## config.mk

```make
export PLATFORM = sky130hd
export DESIGN_NAME = paged_bump_allocator_top_flat
export DESIGN_NICKNAME = d
export VERILOG_FILES = /design/src/hdl/pba_pkg.sv /design/src/hdl/pba_if.sv /design/src/hdl/pba_div.sv /design/src/hdl/paged_bump_allocator_top.sv /design/src/flat_wrapper.sv
export SDC_FILE = /design/constraint.sdc
export NUM_CORES = 2
export LEC_CHECK = 0
export ABC_AREA = 1
export BUFFER_PORTS_ARGS = -buffer_cell sky130_fd_sc_hd__buf_4
export CORE_MARGIN = 5
export CORE_UTILIZATION = 55
export CTS_CLUSTER_SIZE = 30
export DETAILED_ROUTE_END_ITERATION = 16
export PLACE_DENSITY = 0.74
export SLEW_MARGIN = 20
export SYNTH_ARGS = -nofsm -noshare
export SYNTH_HDL_FRONTEND = slang
export SYNTH_HIERARCHICAL = 1
export SYNTH_SLANG_ARGS = --single-unit
```

## constraint.sdc

```tcl
create_clock -name clk_i -period 23.1 [get_ports clk_i]
set_input_delay 1.155 -clock clk_i [delete_from_list [all_inputs] [get_ports clk_i]]
set_output_delay 1.155 -clock clk_i [all_outputs]
set_load 0.05 [all_outputs]
```

## src/hdl/pba_pkg.sv

```systemverilog
// shared types and constants of the paged bump allocator
`timescale 1ns / 1ps
`default_nettype none
package pba_pkg;

  // field widths
  localparam int unsigned WORD_W  = 32;
  localparam int unsigned WIDE_W  = 64;
  localparam int unsigned KIND_W  = 2;
  localparam int unsigned CFG_IDX_W = 2;

  // request kinds
  localparam logic [KIND_W-1:0] KIND_BEGIN = 2'd0;
  localparam logic [KIND_W-1:0] KIND_END   = 2'd1;
  localparam logic [KIND_W-1:0] KIND_ALLOC = 2'd2;

  // configuration register indexes
  localparam logic [CFG_IDX_W-1:0] CFG_PAGE_SIZE = 2'd0;
  localparam logic [CFG_IDX_W-1:0] CFG_ALIGNMENT = 2'd1;
  localparam logic [CFG_IDX_W-1:0] CFG_MAX_ALLOC = 2'd2;

  // configuration reset values
  localparam logic [WORD_W-1:0] PAGE_SIZE_RST = 32'd65536;
  localparam logic [WORD_W-1:0] ALIGNMENT_RST = 32'd256;
  localparam logic [WORD_W-1:0] MAX_ALLOC_RST = 32'd65536;

  localparam logic [WORD_W-1:0] WORD_MAX = {WORD_W{1'b1}};

  // sequencer states
  typedef enum logic [3:0] {
    ST_IDLE,
    ST_DIV_SIZE,
    ST_RND_SIZE,
    ST_DIV_CUR,
    ST_RND_CUR,
    ST_FIT,
    ST_COMMIT,
    ST_PEAK,
    ST_OUT
  } state_e;

endpackage
`default_nettype wire

```

## src/hdl/pba_if.sv

```systemverilog
// request, result and configuration channel interfaces
`timescale 1ns / 1ps
`default_nettype none

interface pba_req_if;
  import pba_pkg::*;
  logic              valid;
  logic              ready;
  logic [KIND_W-1:0] kind;
  logic [WORD_W-1:0] request_size;
  modport source (output valid, output kind, output request_size, input ready);
  modport sink   (input valid, input kind, input request_size, output ready);
endinterface

interface pba_rsp_if;
  import pba_pkg::*;
  logic              valid;
  logic              ready;
  logic              ok;
  logic [WORD_W-1:0] page;
  logic [WORD_W-1:0] offset;
  logic [WORD_W-1:0] reserved_size;
  logic [WIDE_W-1:0] generation;
  logic [WORD_W-1:0] allocation_count;
  logic [WIDE_W-1:0] requested_total;
  logic [WIDE_W-1:0] reserved_total;
  logic [WORD_W-1:0] pages_used;
  logic [WIDE_W-1:0] peak_reserved;
  logic [WORD_W-1:0] peak_pages;
  logic              recording_on;
  modport source (output valid, output ok, output page, output offset,
                  output reserved_size, output generation, output allocation_count,
                  output requested_total, output reserved_total, output pages_used,
                  output peak_reserved, output peak_pages, output recording_on,
                  input ready);
  modport sink   (input valid, input ok, input page, input offset,
                  input reserved_size, input generation, input allocation_count,
                  input requested_total, input reserved_total, input pages_used,
                  input peak_reserved, input peak_pages, input recording_on,
                  output ready);
endinterface

interface pba_cfg_if;
  import pba_pkg::*;
  logic                 valid;
  logic                 ready;
  logic [CFG_IDX_W-1:0] index;
  logic [WORD_W-1:0]    data;
  modport source (output valid, output index, output data, input ready);
  modport sink   (input valid, input index, input data, output ready);
endinterface

`default_nettype wire

```

## src/hdl/pba_div.sv

```systemverilog
// shared iterative remainder unit, one restoring step per cycle
`timescale 1ns / 1ps
`default_nettype none
module pba_div (
  input  wire logic                      clk_i,
  input  wire logic                      rst_ni,
  input  wire logic                      start_i,
  input  wire logic [pba_pkg::WORD_W-1:0] dividend_i,
  input  wire logic [pba_pkg::WORD_W-1:0] divisor_i,
  output logic                           done_o,
  output logic [pba_pkg::WORD_W-1:0]     rem_o
);
  import pba_pkg::*;

  localparam int unsigned CNT_W = $clog2(WORD_W);
  localparam logic [CNT_W-1:0] CNT_LAST = CNT_W'(WORD_W - 1);

  logic              run_q;
  logic              done_q;
  logic [CNT_W-1:0]  cnt_q;
  logic [WORD_W-1:0] dvd_q;
  logic [WORD_W-1:0] dsr_q;
  logic [WORD_W-1:0] rem_q;

  logic [WORD_W:0]   shifted;
  logic [WORD_W:0]   trial;
  logic [WORD_W-1:0] rem_d;

  // shift in the next dividend bit and subtract when it fits
  assign shifted = {rem_q, dvd_q[WORD_W-1]};
  assign trial   = shifted - {1'b0, dsr_q};
  assign rem_d   = trial[WORD_W] ? shifted[WORD_W-1:0] : trial[WORD_W-1:0];

  // control
  always_ff @(posedge clk_i or negedge rst_ni) begin
    if (!rst_ni) begin
      run_q  <= 1'b0;
      done_q <= 1'b0;
      cnt_q  <= '0;
    end else begin
      done_q <= run_q && (cnt_q == CNT_LAST);
      if (start_i) begin
        run_q <= 1'b1;
        cnt_q <= '0;
      end else if (run_q) begin
        cnt_q <= cnt_q + CNT_W'(1);
        if (cnt_q == CNT_LAST) begin
          run_q <= 1'b0;
        end
      end
    end
  end

  // datapath
  always_ff @(posedge clk_i) begin
    if (start_i) begin
      dvd_q <= dividend_i;
      dsr_q <= divisor_i;
      rem_q <= '0;
    end else if (run_q) begin
      dvd_q <= {dvd_q[WORD_W-2:0], 1'b0};
      rem_q <= rem_d;
    end
  end

  assign done_o = done_q;
  assign rem_o  = rem_q;

endmodule
`default_nettype wire

```

## src/hdl/paged_bump_allocator_top.sv

```systemverilog
// paged bump allocator: sequencer, allocation state and result register
//
// Three channels. cfg_i writes page_size (0), alignment (1), max_alloc_size (2)
// and is always ready. The user must write it only while idle (not enforced).
// req_i carries kind and request_size; rsp_o returns one result per request
// with the grant and the running statistics after that request.
// Begin, end and unused kinds go from idle straight to the output state.
// An allocate runs two remainders (size and cursor by alignment) through one
// shared bit-serial remainder unit of 32 steps each, each then rounded up;
// the fit, commit and peak steps then bring a granted allocate to its result.
// A request refused before the divider also goes straight to the output state.
// req_i.ready is high only while the sequencer is idle. The result sits in
// an output register, so a new request is accepted while an earlier result
// still waits; if rsp_o stalls the sequencer holds its finished result until
// the output register frees. Reset clears generation, page, cursor,
// statistics and peaks, turns recording off and loads the default config.
`timescale 1ns / 1ps
`default_nettype none
module paged_bump_allocator_top (
  input  wire logic clk_i,
  input  wire logic rst_ni,
  pba_cfg_if.sink   cfg_i,
  pba_req_if.sink   req_i,
  pba_rsp_if.source rsp_o
);
  import pba_pkg::*;

  // configuration
  logic [WORD_W-1:0] page_size_q;
  logic [WORD_W-1:0] alignment_q;
  logic [WORD_W-1:0] max_alloc_q;
  logic              cfg_ok;

  // allocation state
  logic [WIDE_W-1:0] gen_q;
  logic [WORD_W-1:0] active_page_q;
  logic [WORD_W-1:0] cursor_q;
  logic              recording_q;
  logic [WORD_W-1:0] count_q;
  logic [WIDE_W-1:0] sum_req_q;
  logic [WIDE_W-1:0] sum_res_q;
  logic [WORD_W-1:0] pages_q;
  logic [WIDE_W-1:0] peak_res_q;
  logic [WORD_W-1:0] peak_pages_q;

  // working registers of one request
  state_e            state_q, state_d;
  logic [WORD_W-1:0] size_q;
  logic [WORD_W-1:0] res_q;
  logic [WORD_W-1:0] off_q;
  logic [WORD_W-1:0] work_page_q;
  logic              ok_q;
  logic              grant_q;

  // output register
  logic              rsp_valid_q;
  logic              out_ok_q;
  logic [WORD_W-1:0] out_page_q;
  logic [WORD_W-1:0] out_off_q;
  logic [WORD_W-1:0] out_res_q;
  logic [WIDE_W-1:0] out_gen_q;
  logic [WORD_W-1:0] out_count_q;
  logic [WIDE_W-1:0] out_sum_req_q;
  logic [WIDE_W-1:0] out_sum_res_q;
  logic [WORD_W-1:0] out_pages_q;
  logic [WIDE_W-1:0] out_peak_res_q;
  logic [WORD_W-1:0] out_peak_pages_q;
  logic              out_rec_q;

  // sequencer strobes
  logic              req_fire;
  logic              pre_ok;
  logic              div_start;
  logic              div_done;
  logic [WORD_W-1:0] div_dvd;
  logic [WORD_W-1:0] div_rem;
  logic              rnd_fail;
  logic              fits;
  logic              load_out;

  // shared rounding arithmetic
  logic [WORD_W-1:0] rnd_src;
  logic [WORD_W-1:0] pad;
  logic [WORD_W:0]   rnd_sum;
  logic [WORD_W-1:0] rnd_val;
  logic [WIDE_W-1:0] gen_inc;
  logic [WORD_W-1:0] used;

  assign cfg_ok = (page_size_q != '0) && (alignment_q != '0) &&
                  (alignment_q <= page_size_q) && (max_alloc_q != '0) &&
                  (max_alloc_q <= page_size_q);

  assign req_fire = req_i.valid && req_i.ready;
  assign pre_ok   = cfg_ok && recording_q && (req_i.request_size != '0) &&
                    (req_i.request_size <= max_alloc_q);

  // round size or cursor up to alignment, with overflow and size-to-page checks
  assign rnd_src = (state_q == ST_RND_SIZE) ? size_q : cursor_q;
  assign pad     = alignment_q - div_rem;
  assign rnd_sum = {1'b0, rnd_src} + {1'b0, pad};
  assign rnd_val = (div_rem == '0) ? rnd_src : rnd_sum[WORD_W-1:0];
  assign rnd_fail = ((div_rem != '0) && rnd_sum[WORD_W]) ||
                    ((state_q == ST_RND_SIZE) && (rnd_val > page_size_q));

  assign fits    = !((off_q > page_size_q) || (res_q > (page_size_q - off_q)));
  assign gen_inc = (gen_q + WIDE_W'(1) == '0) ? WIDE_W'(1) : gen_q + WIDE_W'(1);
  assign used    = work_page_q + WORD_W'(1);
  assign div_dvd = (state_q == ST_IDLE) ? req_i.request_size : cursor_q;

  // shared remainder unit
  pba_div u_div (
    .clk_i      (clk_i),
    .rst_ni     (rst_ni),
    .start_i    (div_start),
    .dividend_i (div_dvd),
    .divisor_i  (alignment_q),
    .done_o     (div_done),
    .rem_o      (div_rem)
  );

  // state register
  always_ff @(posedge clk_i or negedge rst_ni) begin
    if (!rst_ni) begin
      state_q <= ST_IDLE;
    end else begin
      state_q <= state_d;
    end
  end

  // next state and strobes
  always_comb begin
    state_d     = state_q;
    div_start   = 1'b0;
    load_out    = 1'b0;
    req_i.ready = 1'b0;
    unique case (state_q)
      ST_IDLE: begin
        req_i.ready = 1'b1;
        if (req_i.valid) begin
          if ((req_i.kind == KIND_ALLOC) && pre_ok) begin
            div_start = 1'b1;
            state_d   = ST_DIV_SIZE;
          end else begin
            state_d = ST_OUT;
          end
        end
      end
      ST_DIV_SIZE: begin
        if (div_done) begin
          state_d = ST_RND_SIZE;
        end
      end
      ST_RND_SIZE: begin
        if (rnd_fail) begin
          state_d = ST_OUT;
        end else begin
          div_start = 1'b1;
          state_d   = ST_DIV_CUR;
        end
      end
      ST_DIV_CUR: begin
        if (div_done) begin
          state_d = ST_RND_CUR;
        end
      end
      ST_RND_CUR: begin
        state_d = rnd_fail ? ST_OUT : ST_FIT;
      end
      ST_FIT: begin
        state_d = (!fits && (active_page_q == WORD_MAX)) ? ST_OUT : ST_COMMIT;
      end
      ST_COMMIT: begin
        state_d = ST_PEAK;
      end
      ST_PEAK: begin
        state_d = ST_OUT;
      end
      ST_OUT: begin
        if (!rsp_valid_q || rsp_o.ready) begin
          load_out = 1'b1;
          state_d  = ST_IDLE;
        end
      end
      default: begin
        state_d = ST_IDLE;
      end
    endcase
  end

  // configuration registers
  assign cfg_i.ready = 1'b1;

  always_ff @(posedge clk_i or negedge rst_ni) begin
    if (!rst_ni) begin
      page_size_q <= PAGE_SIZE_RST;
      alignment_q <= ALIGNMENT_RST;
      max_alloc_q <= MAX_ALLOC_RST;
    end else if (cfg_i.valid) begin
      unique case (cfg_i.index)
        CFG_PAGE_SIZE: page_size_q <= cfg_i.data;
        CFG_ALIGNMENT: alignment_q <= cfg_i.data;
        CFG_MAX_ALLOC: max_alloc_q <= cfg_i.data;
        default: ;
      endcase
    end
  end

  // allocation state and statistics
  always_ff @(posedge clk_i or negedge rst_ni) begin
    if (!rst_ni) begin
      gen_q         <= '0;
      active_page_q <= '0;
      cursor_q      <= '0;
      recording_q   <= 1'b0;
      count_q       <= '0;
      sum_req_q     <= '0;
      sum_res_q     <= '0;
      pages_q       <= '0;
      peak_res_q    <= '0;
      peak_pages_q  <= '0;
      ok_q          <= 1'b0;
      grant_q       <= 1'b0;
    end else begin
      case (state_q)
        ST_IDLE: begin
          if (req_fire) begin
            ok_q    <= 1'b0;
            grant_q <= 1'b0;
            case (req_i.kind)
              KIND_BEGIN: begin
                gen_q         <= gen_inc;
                active_page_q <= '0;
                cursor_q      <= '0;
                recording_q   <= cfg_ok;
                count_q       <= '0;
                sum_req_q     <= '0;
                sum_res_q     <= '0;
                pages_q       <= '0;
                ok_q          <= 1'b1;
              end
              KIND_END: begin
                recording_q <= 1'b0;
                ok_q        <= 1'b1;
              end
              default: ;
            endcase
          end
        end
        ST_COMMIT: begin
          active_page_q <= work_page_q;
          cursor_q      <= off_q + res_q;
          count_q       <= count_q + WORD_W'(1);
          sum_req_q     <= sum_req_q + WIDE_W'(size_q);
          sum_res_q     <= sum_res_q + WIDE_W'(res_q);
          if (used > pages_q) begin
            pages_q <= used;
          end
          ok_q    <= 1'b1;
          grant_q <= 1'b1;
        end
        ST_PEAK: begin
          if (sum_res_q > peak_res_q) begin
            peak_res_q <= sum_res_q;
          end
          if (pages_q > peak_pages_q) begin
            peak_pages_q <= pages_q;
          end
        end
        default: ;
      endcase
    end
  end

  // working registers
  always_ff @(posedge clk_i) begin
    case (state_q)
      ST_IDLE: begin
        if (req_fire) begin
          size_q <= req_i.request_size;
        end
      end
      ST_RND_SIZE: res_q <= rnd_val;
      ST_RND_CUR:  off_q <= rnd_val;
      ST_FIT: begin
        if (fits) begin
          work_page_q <= active_page_q;
        end else begin
          work_page_q <= active_page_q + WORD_W'(1);
          off_q       <= '0;
        end
      end
      default: ;
    endcase
  end

  // output register valid
  always_ff @(posedge clk_i or negedge rst_ni) begin
    if (!rst_ni) begin
      rsp_valid_q <= 1'b0;
    end else if (load_out) begin
      rsp_valid_q <= 1'b1;
    end else if (rsp_o.ready) begin
      rsp_valid_q <= 1'b0;
    end
  end

  // output register payload
  always_ff @(posedge clk_i) begin
    if (load_out) begin
      out_ok_q         <= ok_q;
      out_page_q       <= grant_q ? work_page_q : '0;
      out_off_q        <= grant_q ? off_q : '0;
      out_res_q        <= grant_q ? res_q : '0;
      out_gen_q        <= gen_q;
      out_count_q      <= count_q;
      out_sum_req_q    <= sum_req_q;
      out_sum_res_q    <= sum_res_q;
      out_pages_q      <= pages_q;
      out_peak_res_q   <= peak_res_q;
      out_peak_pages_q <= peak_pages_q;
      out_rec_q        <= recording_q;
    end
  end

  assign rsp_o.valid            = rsp_valid_q;
  assign rsp_o.ok               = out_ok_q;
  assign rsp_o.page             = out_page_q;
  assign rsp_o.offset           = out_off_q;
  assign rsp_o.reserved_size    = out_res_q;
  assign rsp_o.generation       = out_gen_q;
  assign rsp_o.allocation_count = out_count_q;
  assign rsp_o.requested_total  = out_sum_req_q;
  assign rsp_o.reserved_total   = out_sum_res_q;
  assign rsp_o.pages_used       = out_pages_q;
  assign rsp_o.peak_reserved    = out_peak_res_q;
  assign rsp_o.peak_pages       = out_peak_pages_q;
  assign rsp_o.recording_on     = out_rec_q;

endmodule
`default_nettype wire

```

## src/flat_wrapper.sv

```systemverilog
// flat-port wrapper written by rule: the top's interface ports become plain ports
module paged_bump_allocator_top_flat import pba_pkg::*;
  (clk_i, rst_ni, cfg_i_valid, cfg_i_index, cfg_i_data, cfg_i_ready, req_i_valid, req_i_kind, req_i_request_size, req_i_ready, rsp_o_valid, rsp_o_ok, rsp_o_page, rsp_o_offset, rsp_o_reserved_size, rsp_o_generation, rsp_o_allocation_count, rsp_o_requested_total, rsp_o_reserved_total, rsp_o_pages_used, rsp_o_peak_reserved, rsp_o_peak_pages, rsp_o_recording_on, rsp_o_ready);
  pba_cfg_if cfg_i_i ();
  pba_req_if req_i_i ();
  pba_rsp_if rsp_o_i ();
  input  wire logic clk_i;
  input  wire logic rst_ni;
  input wire logic [$bits(cfg_i_i.valid)-1:0] cfg_i_valid;
  input wire logic [$bits(cfg_i_i.index)-1:0] cfg_i_index;
  input wire logic [$bits(cfg_i_i.data)-1:0] cfg_i_data;
  output wire logic [$bits(cfg_i_i.ready)-1:0] cfg_i_ready;
  input wire logic [$bits(req_i_i.valid)-1:0] req_i_valid;
  input wire logic [$bits(req_i_i.kind)-1:0] req_i_kind;
  input wire logic [$bits(req_i_i.request_size)-1:0] req_i_request_size;
  output wire logic [$bits(req_i_i.ready)-1:0] req_i_ready;
  output wire logic [$bits(rsp_o_i.valid)-1:0] rsp_o_valid;
  output wire logic [$bits(rsp_o_i.ok)-1:0] rsp_o_ok;
  output wire logic [$bits(rsp_o_i.page)-1:0] rsp_o_page;
  output wire logic [$bits(rsp_o_i.offset)-1:0] rsp_o_offset;
  output wire logic [$bits(rsp_o_i.reserved_size)-1:0] rsp_o_reserved_size;
  output wire logic [$bits(rsp_o_i.generation)-1:0] rsp_o_generation;
  output wire logic [$bits(rsp_o_i.allocation_count)-1:0] rsp_o_allocation_count;
  output wire logic [$bits(rsp_o_i.requested_total)-1:0] rsp_o_requested_total;
  output wire logic [$bits(rsp_o_i.reserved_total)-1:0] rsp_o_reserved_total;
  output wire logic [$bits(rsp_o_i.pages_used)-1:0] rsp_o_pages_used;
  output wire logic [$bits(rsp_o_i.peak_reserved)-1:0] rsp_o_peak_reserved;
  output wire logic [$bits(rsp_o_i.peak_pages)-1:0] rsp_o_peak_pages;
  output wire logic [$bits(rsp_o_i.recording_on)-1:0] rsp_o_recording_on;
  input wire logic [$bits(rsp_o_i.ready)-1:0] rsp_o_ready;
  assign cfg_i_i.valid = cfg_i_valid;
  assign cfg_i_i.index = cfg_i_index;
  assign cfg_i_i.data = cfg_i_data;
  assign cfg_i_ready = cfg_i_i.ready;
  assign req_i_i.valid = req_i_valid;
  assign req_i_i.kind = req_i_kind;
  assign req_i_i.request_size = req_i_request_size;
  assign req_i_ready = req_i_i.ready;
  assign rsp_o_valid = rsp_o_i.valid;
  assign rsp_o_ok = rsp_o_i.ok;
  assign rsp_o_page = rsp_o_i.page;
  assign rsp_o_offset = rsp_o_i.offset;
  assign rsp_o_reserved_size = rsp_o_i.reserved_size;
  assign rsp_o_generation = rsp_o_i.generation;
  assign rsp_o_allocation_count = rsp_o_i.allocation_count;
  assign rsp_o_requested_total = rsp_o_i.requested_total;
  assign rsp_o_reserved_total = rsp_o_i.reserved_total;
  assign rsp_o_pages_used = rsp_o_i.pages_used;
  assign rsp_o_peak_reserved = rsp_o_i.peak_reserved;
  assign rsp_o_peak_pages = rsp_o_i.peak_pages;
  assign rsp_o_recording_on = rsp_o_i.recording_on;
  assign rsp_o_i.ready = rsp_o_ready;
  paged_bump_allocator_top u_core (.clk_i(clk_i), .rst_ni(rst_ni), .cfg_i(cfg_i_i), .req_i(req_i_i), .rsp_o(rsp_o_i));
endmodule
```

## After elaboration in Yosys (flattened, before gate mapping)

Cells that the tools add are included.

- Register bits: 1201
- Bits of input ports: 73
- Word-level logic and storage cells: 178

- Add/subtract/negate cells: 12
- Order comparisons: 9
- Eq/ne operators: 22
- Muxes and demuxes: 50
- Reductions and logical operators: 46

Operator list:

| operator | count |
|---|---|
| 32-bit 2-to-1 mux | 11 |
| 32-bit one-hot mux with 2 select lines | 5 |
| 64-bit one-hot mux with 2 select lines | 2 |
| 64-bit 2-to-1 mux | 3 |
| 32-bit greater-than comparator | 5 |
| 32-bit nonzero test | 5 |
| 64-bit by 32-bit adder with 64-bit output | 2 |
| 32-bit by 1-bit adder with 32-bit output, second input constant | 3 |
| 32-bit <= comparator | 3 |
| 64-bit by 1-bit adder with 64-bit output, second input constant | 1 |
| 64-bit greater-than comparator | 1 |
| 64-bit logical NOT | 1 |
| 32-bit subtractor | 2 |
| 4-bit one-hot mux with 9 select lines | 1 |
| 32-bit by 32-bit adder with 33-bit output | 1 |
| 33-bit by 32-bit subtractor with 33-bit output | 1 |
| 32-bit adder | 1 |
| 32-bit equality test, second input constant | 1 |
| 32-bit logical NOT | 1 |
| 4-bit 2-to-1 mux | 8 |
| 4-bit by 3-bit equality test with 1-bit output, second input constant | 4 |
| 2-bit AND reduction | 8 |
| 1-bit 2-to-1 mux | 14 |
| 1-bit logical AND | 13 |
| 19 further kinds | 42 |

## Depth between registers and ports, before layout

- Word-level depth: 13
- Mapped depth: 43

## Hierarchy

Netlist, hierarchy kept.

By module, submodules not included:

| module | instances | cells each | area an instance (µm²) | seq. area each (µm²) |
|---|---|---|---|---|
| paged_bump_allocator_top | 1 | 7747 | 64405.5 | 30372.9 |
| pba_div | 1 | 1030 | 6890.4 | 2737.6 |

## Least setup slack after synthesis

OpenSTA, ideal clock, no wires.

- Kind: in2reg
- From: input rsp_o_ready
- To: register u_core.out_count_q[0] (netlist: u_core/rsp_o.allocation_count[0]), enable pin
- Library setup time: 1271 ps
- Data arrival time: 19713 ps
- Data required time: 21829 ps
- Path slack: 2116 ps
- Stages: 2
- Path buffers: 0
- Cell sequence: nor2_1 > nor2_1

- Word-level cells in the longest chain between the ends: 3

RTL lines:

| item | RTL line | RTL |
|---|---|---|
| start, declared | flat_wrapper.sv:30 | `input wire logic [$bits(rsp_o_i.ready)-1:0] rsp_o_ready;` |
| 1-bit logical OR | paged_bump_allocator_top.sv:179 | `if (!rsp_valid_q \|\| rsp_o.ready) begin` |
| 1-bit 2-to-1 mux | paged_bump_allocator_top.sv:179 |  |
| 1-bit 2-to-1 mux | paged_bump_allocator_top.sv:136 | `unique case (state_q)` |
| net u_core.load_out | paged_bump_allocator_top.sv:79 | `logic load_out;` |
| end signal, assigned | paged_bump_allocator_top.sv:315 | `out_count_q <= count_q;` |
| end, declared | paged_bump_allocator_top.sv:62 | `logic [WORD_W-1:0] out_count_q;` |

The timed path passes the listed nets, and every way through them passes these cells.
A chain may end at the register's enable or synchronous reset.

## Worst setup path after layout

- From: register u_core.alignment_q[0]
- To: register u_core.u_div.dvd_q[11] (data pin)

- Elaborated cells between the ends (all ways): 22

RTL lines:

| item | RTL line | RTL |
|---|---|---|
| start, declared | paged_bump_allocator_top.sv:30 | `logic [WORD_W-1:0] alignment_q;` |
| start signal, assigned | paged_bump_allocator_top.sv:201 | `CFG_ALIGNMENT: alignment_q <= cfg_i.data;` |
| 32-bit subtractor | paged_bump_allocator_top.sv:99 | `assign pad = alignment_q - div_rem;` |
| 32-bit by 32-bit adder with 33-bit output | paged_bump_allocator_top.sv:100 | `assign rnd_sum = {1'b0, rnd_src} + {1'b0, pad};` |
| 32-bit 2-to-1 mux | paged_bump_allocator_top.sv:101 | `assign rnd_val = (div_rem == '0) ? rnd_src : rnd_sum[WORD_W-1:0];` |
| net u_core.rnd_val[31] | paged_bump_allocator_top.sv:85 | `logic [WORD_W-1:0] rnd_val;` |
| 32-bit greater-than comparator | paged_bump_allocator_top.sv:103 | `((state_q == ST_RND_SIZE) && (rnd_val > page_size_q));` |
| 1-bit logical AND | paged_bump_allocator_top.sv:103 |  |
| 1-bit logical OR | paged_bump_allocator_top.sv:102 | `assign rnd_fail = ((div_rem != '0) && rnd_sum[WORD_W]) \|\|` |
| 1-bit 2-to-1 mux | paged_bump_allocator_top.sv:154 | `if (rnd_fail) begin` |
| 1-bit one-hot mux with 2 select lines | paged_bump_allocator_top.sv:136 |  |
| net u_core.div_start | paged_bump_allocator_top.sv:73 | `logic div_start;` |
| 32-bit 2-to-1 mux | pba_div.sv:56 | `if (start_i) begin` |
| end signal, assigned | pba_div.sv:57 | `dvd_q <= dividend_i;` |
| end signal, assigned | pba_div.sv:61 | `dvd_q <= {dvd_q[WORD_W-2:0], 1'b0};` |
| end, declared | pba_div.sv:21 | `logic [WORD_W-1:0] dvd_q;` |

The timed path passes the listed nets, and every way through them passes these cells.

==> out/results.ini <==
[outcome]
status = completed

[timing]
hold-worst-slack_ns = 0.413
layout_worst_path_cycle_share_pct = 36.0
setup_total_negative_slack_ns = 0
final-setup-viol-count = 0
timing_max_transition_violations_final = 0
slew_headroom_pct = 26.1
finalCriticalPeriod_ns = 8.33
fin_worst_skew_ns = 0.0368
tightest_pin_transition_ns = 1.10
fmaxAchievable_mhz = 120
report.final.hold_viol_count = 0
grt_setup_unrepaired = no

[min_path]
path_type_of_the_worst_min_delay_path = primary input to async pin

[power]
power.combinational.fraction_pct = 44.8
total_leakage_power_nw = 38.8
power.ir.vdd_worst_mv = 0.105
switching_power_w = 0.00449
power.switching_fraction_pct = 45.3
power_frac_clock_pct = 21.6
power_frac_seq_pct = 33.6
intPower_w = 0.00543
power_density_nw_per_um2 = 122

[synth]
async_flop_share_pct = 43.9
yosys.area.top_type = edfxtp_1
yosysWarnings = 6
number_of_enable_flip_flop_cells_after_synthesis = 642
synth.ff_latch_count = 1201
synth.cells.most_frequent = 2,441 x nand2_1, 1,320 x inv_1, 655 x nor2_1, 642 x edfxtp_1, 551 x o21ai_0
synth_top_area_share_pct = 27.0
post-synth-top-count-cell = nand2_1
synth_cells = 8777
yosysSeqAreaShare_pct = 46.4
synthTopCellsByArea = edfxtp_1 27%, dfrtp_1 18%, nand2_1 13%, ha_1 9.1%, inv_1 6.9%
synthesis.area_per_instance_um2 = 8.12
synth_ff_type = edfxtp_1
synth.net_count = 9373
synth_cell_type_count = 72
synth_area_um2 = 71300

[layout]
nets = 9908
finalInstanceArea_um2 = 81600
fill_cell_total_of_the_finished_layout = 11200
utilization_pct = 63.2
area_growth_pct = 14.5
drive_above_1_share_pct = 9.46

[clock_tree]
h-tree-depth = 4
cts-root-buf = clkbuf_16
numClockSinks = 1201
clock_tree_from_tritoncts = done
post_cts.repair.setup_buffers = 0
clk-insertion-delay-late_ns = 0.79
count_of_cells_resized_by_post_cts_repair = 0
clkTransAtPathRegs_ns = 0.06
cts.path.max_buffers = 3
ctsHoldBuffers = 0
tritoncts.num_buffers = 131

[floorplan]
die_area_um2 = 137000
placement_rows = 132
floorplan.initialDensity_pct = 55.2
boundaryPins = 526
die_h_um = 370
die_width_um = 370
core_um2 = 129000

[grt]
grt_overflow = 0
grt_start_max_net_pins = 142
track_usage_pct = 36.8
grt_first_pass_wirelength_mm = 379
first_global_vias = 61000
grt_antenna_before_repair = 10

[routing]
route.vias.total = 64500
post-route-drc-count = 0
final_antenna_net_count = 0
wire_per_inst_um = 23.1
drt_pre_antenna_iters = 9
routed_wirelength_mm = 258
drtIter0Drc = 7262
vias_per_cell = 5.77

[placed_design]
dp.final_hpwl_mm = 203
placedInstanceArea_um2 = 77200
port_buffers = 524
globalplace.congestion = 1.01

[worst_setup_path]
critical_path_class = register to register
worst-r2r-cell-count = 35
endpoint_kind = register
path_max_fanout = 70
worst_ep_required_time_ns = 23.63
data_arrival_time_of_the_critical_path_ns = 8.85
critical_path.most_common_cell = nand2_1
r2r_slack_ns = 14.77
cp_slowest_cell = inv_1
critical_path.startpoint_type = register
worst_path_largest_cell_delay_ns = 0.79

[job]
drv.max_cap_violation_count = 0

critical path: cells and delay by family, from the launching register on:
family,cells,cell delay (ns)
compound gates,6,1.73
simple gates,20,2.74
buf+inv,4,1.67
xor+xnor,1,0.18
flops,1,0.40
fa+ha+maj,4,1.34
cell type report:
class / count / area [um^2] / share of cell area, %
Inverter: 1339 / 5030 / 6.17
Antenna cell: 11 / 27.5 / 0.0337
Tap cell: 1742 / 2180 / 2.67
Clock inverter: 65 / 737 / 0.903
Clock buffer: 176 / 3640 / 4.47
Sequential cell: 1201 / 33100 / 40.6
Timing Repair Buffer: 574 / 4350 / 5.33
Multi-Input combinational cell: 6065 / 32500 / 39.9
layout by cell type (no fill, tap or decap), drive strengths merged, types with 173 or more instances in the layout:
master and instances:
dfrtp 524, nor2 677, ha 516, o21ai 603, nand3 400, nand2 2456, a21oi 503, inv 1342
buf 574, edfxtp 642, clkbuf 176, nor3 173
cells by family after synthesis:
logic type | after synthesis | synth area share [%]
muxes | 1 | 0.0140
and+or+nand+nor | 3995 | 23.5
buffers and inverters | 1511 | 8.06
other | 1 | 0.00526
xor gates and xnor gates | 209 | 2.57
DFF | 1201 | 46.4
AOI/OAI and AO/OA | 1336 | 10.2
adders and majority gates | 523 | 9.25
metal layers:
| layer | vias to the layer above | wire length, um | global-route usage (%) | part of all wire, % |
|---|---|---|---|---|
| met5 | - | 44 | 0 | 0.017 |
| met4 | 8 | 13000 | 15.6 | 5.0 |
| met3 | 605 | 23900 | 6.87 | 9.3 |
| met2 | 3221 | 116000 | 58.5 | 45 |
| met1 | 30600 | 104000 | 49.8 | 41 |
| li1 | 30000 | - | - | - |
stage by stage:
step                setup slack, ns  total power, W  instances
finish                        14.77         0.00992      11200
detailed placement            15.01         0.00774      10900
global route                  14.27          0.0104      11200
global placement              15.21         0.00768      10900
floorplan                      2.12         0.00644       8777
CTS                           14.96         0.00989      11200
registers in the layout, indices dropped and copies added (netlist names), 64 cells and up:
name,flops
u_core/rsp_o.generation,64
u_core/rsp_o.requested_total,64
u_core/sum_res_q,64
u_core/rsp_o.peak_reserved,64
u_core/sum_req_q,64
u_core/rsp_o.reserved_total,64
u_core/peak_res_q,64
u_core/gen_q,64
power groups by stage:
| stage | Clock [W] | Combinational, W | Sequential, W |
|---|---|---|---|
| after floorplan | 0 | 0.00217 | 0.00428 |
| after global placement | 0 | 0.00434 | 0.00335 |
| after detailed placement | 0 | 0.00438 | 0.00336 |
| after CTS | 0.00217 | 0.00441 | 0.00332 |
| after global routing | 0.00226 | 0.00483 | 0.00336 |
| final | 0.00214 | 0.00444 | 0.00333 |
worst paths after layout:
path,start,end
min in group clk_i,u_core/sum_req_q[40],u_core/rsp_o.requested_total[40]
setup reg to reg,u_core/alignment_q[0],u_core/u_div/dvd_q[11]
setup / recovery,u_core/alignment_q[0],u_core/u_div/dvd_q[11]
hold reg to reg,u_core/sum_req_q[40],u_core/rsp_o.requested_total[40]
hold / removal,rst_ni,u_core/sum_req_q[11]
max in group asynchronous,rst_ni,u_core/peak_pages_q[11]
Note: power is estimated with default switching activity, not from simulation.
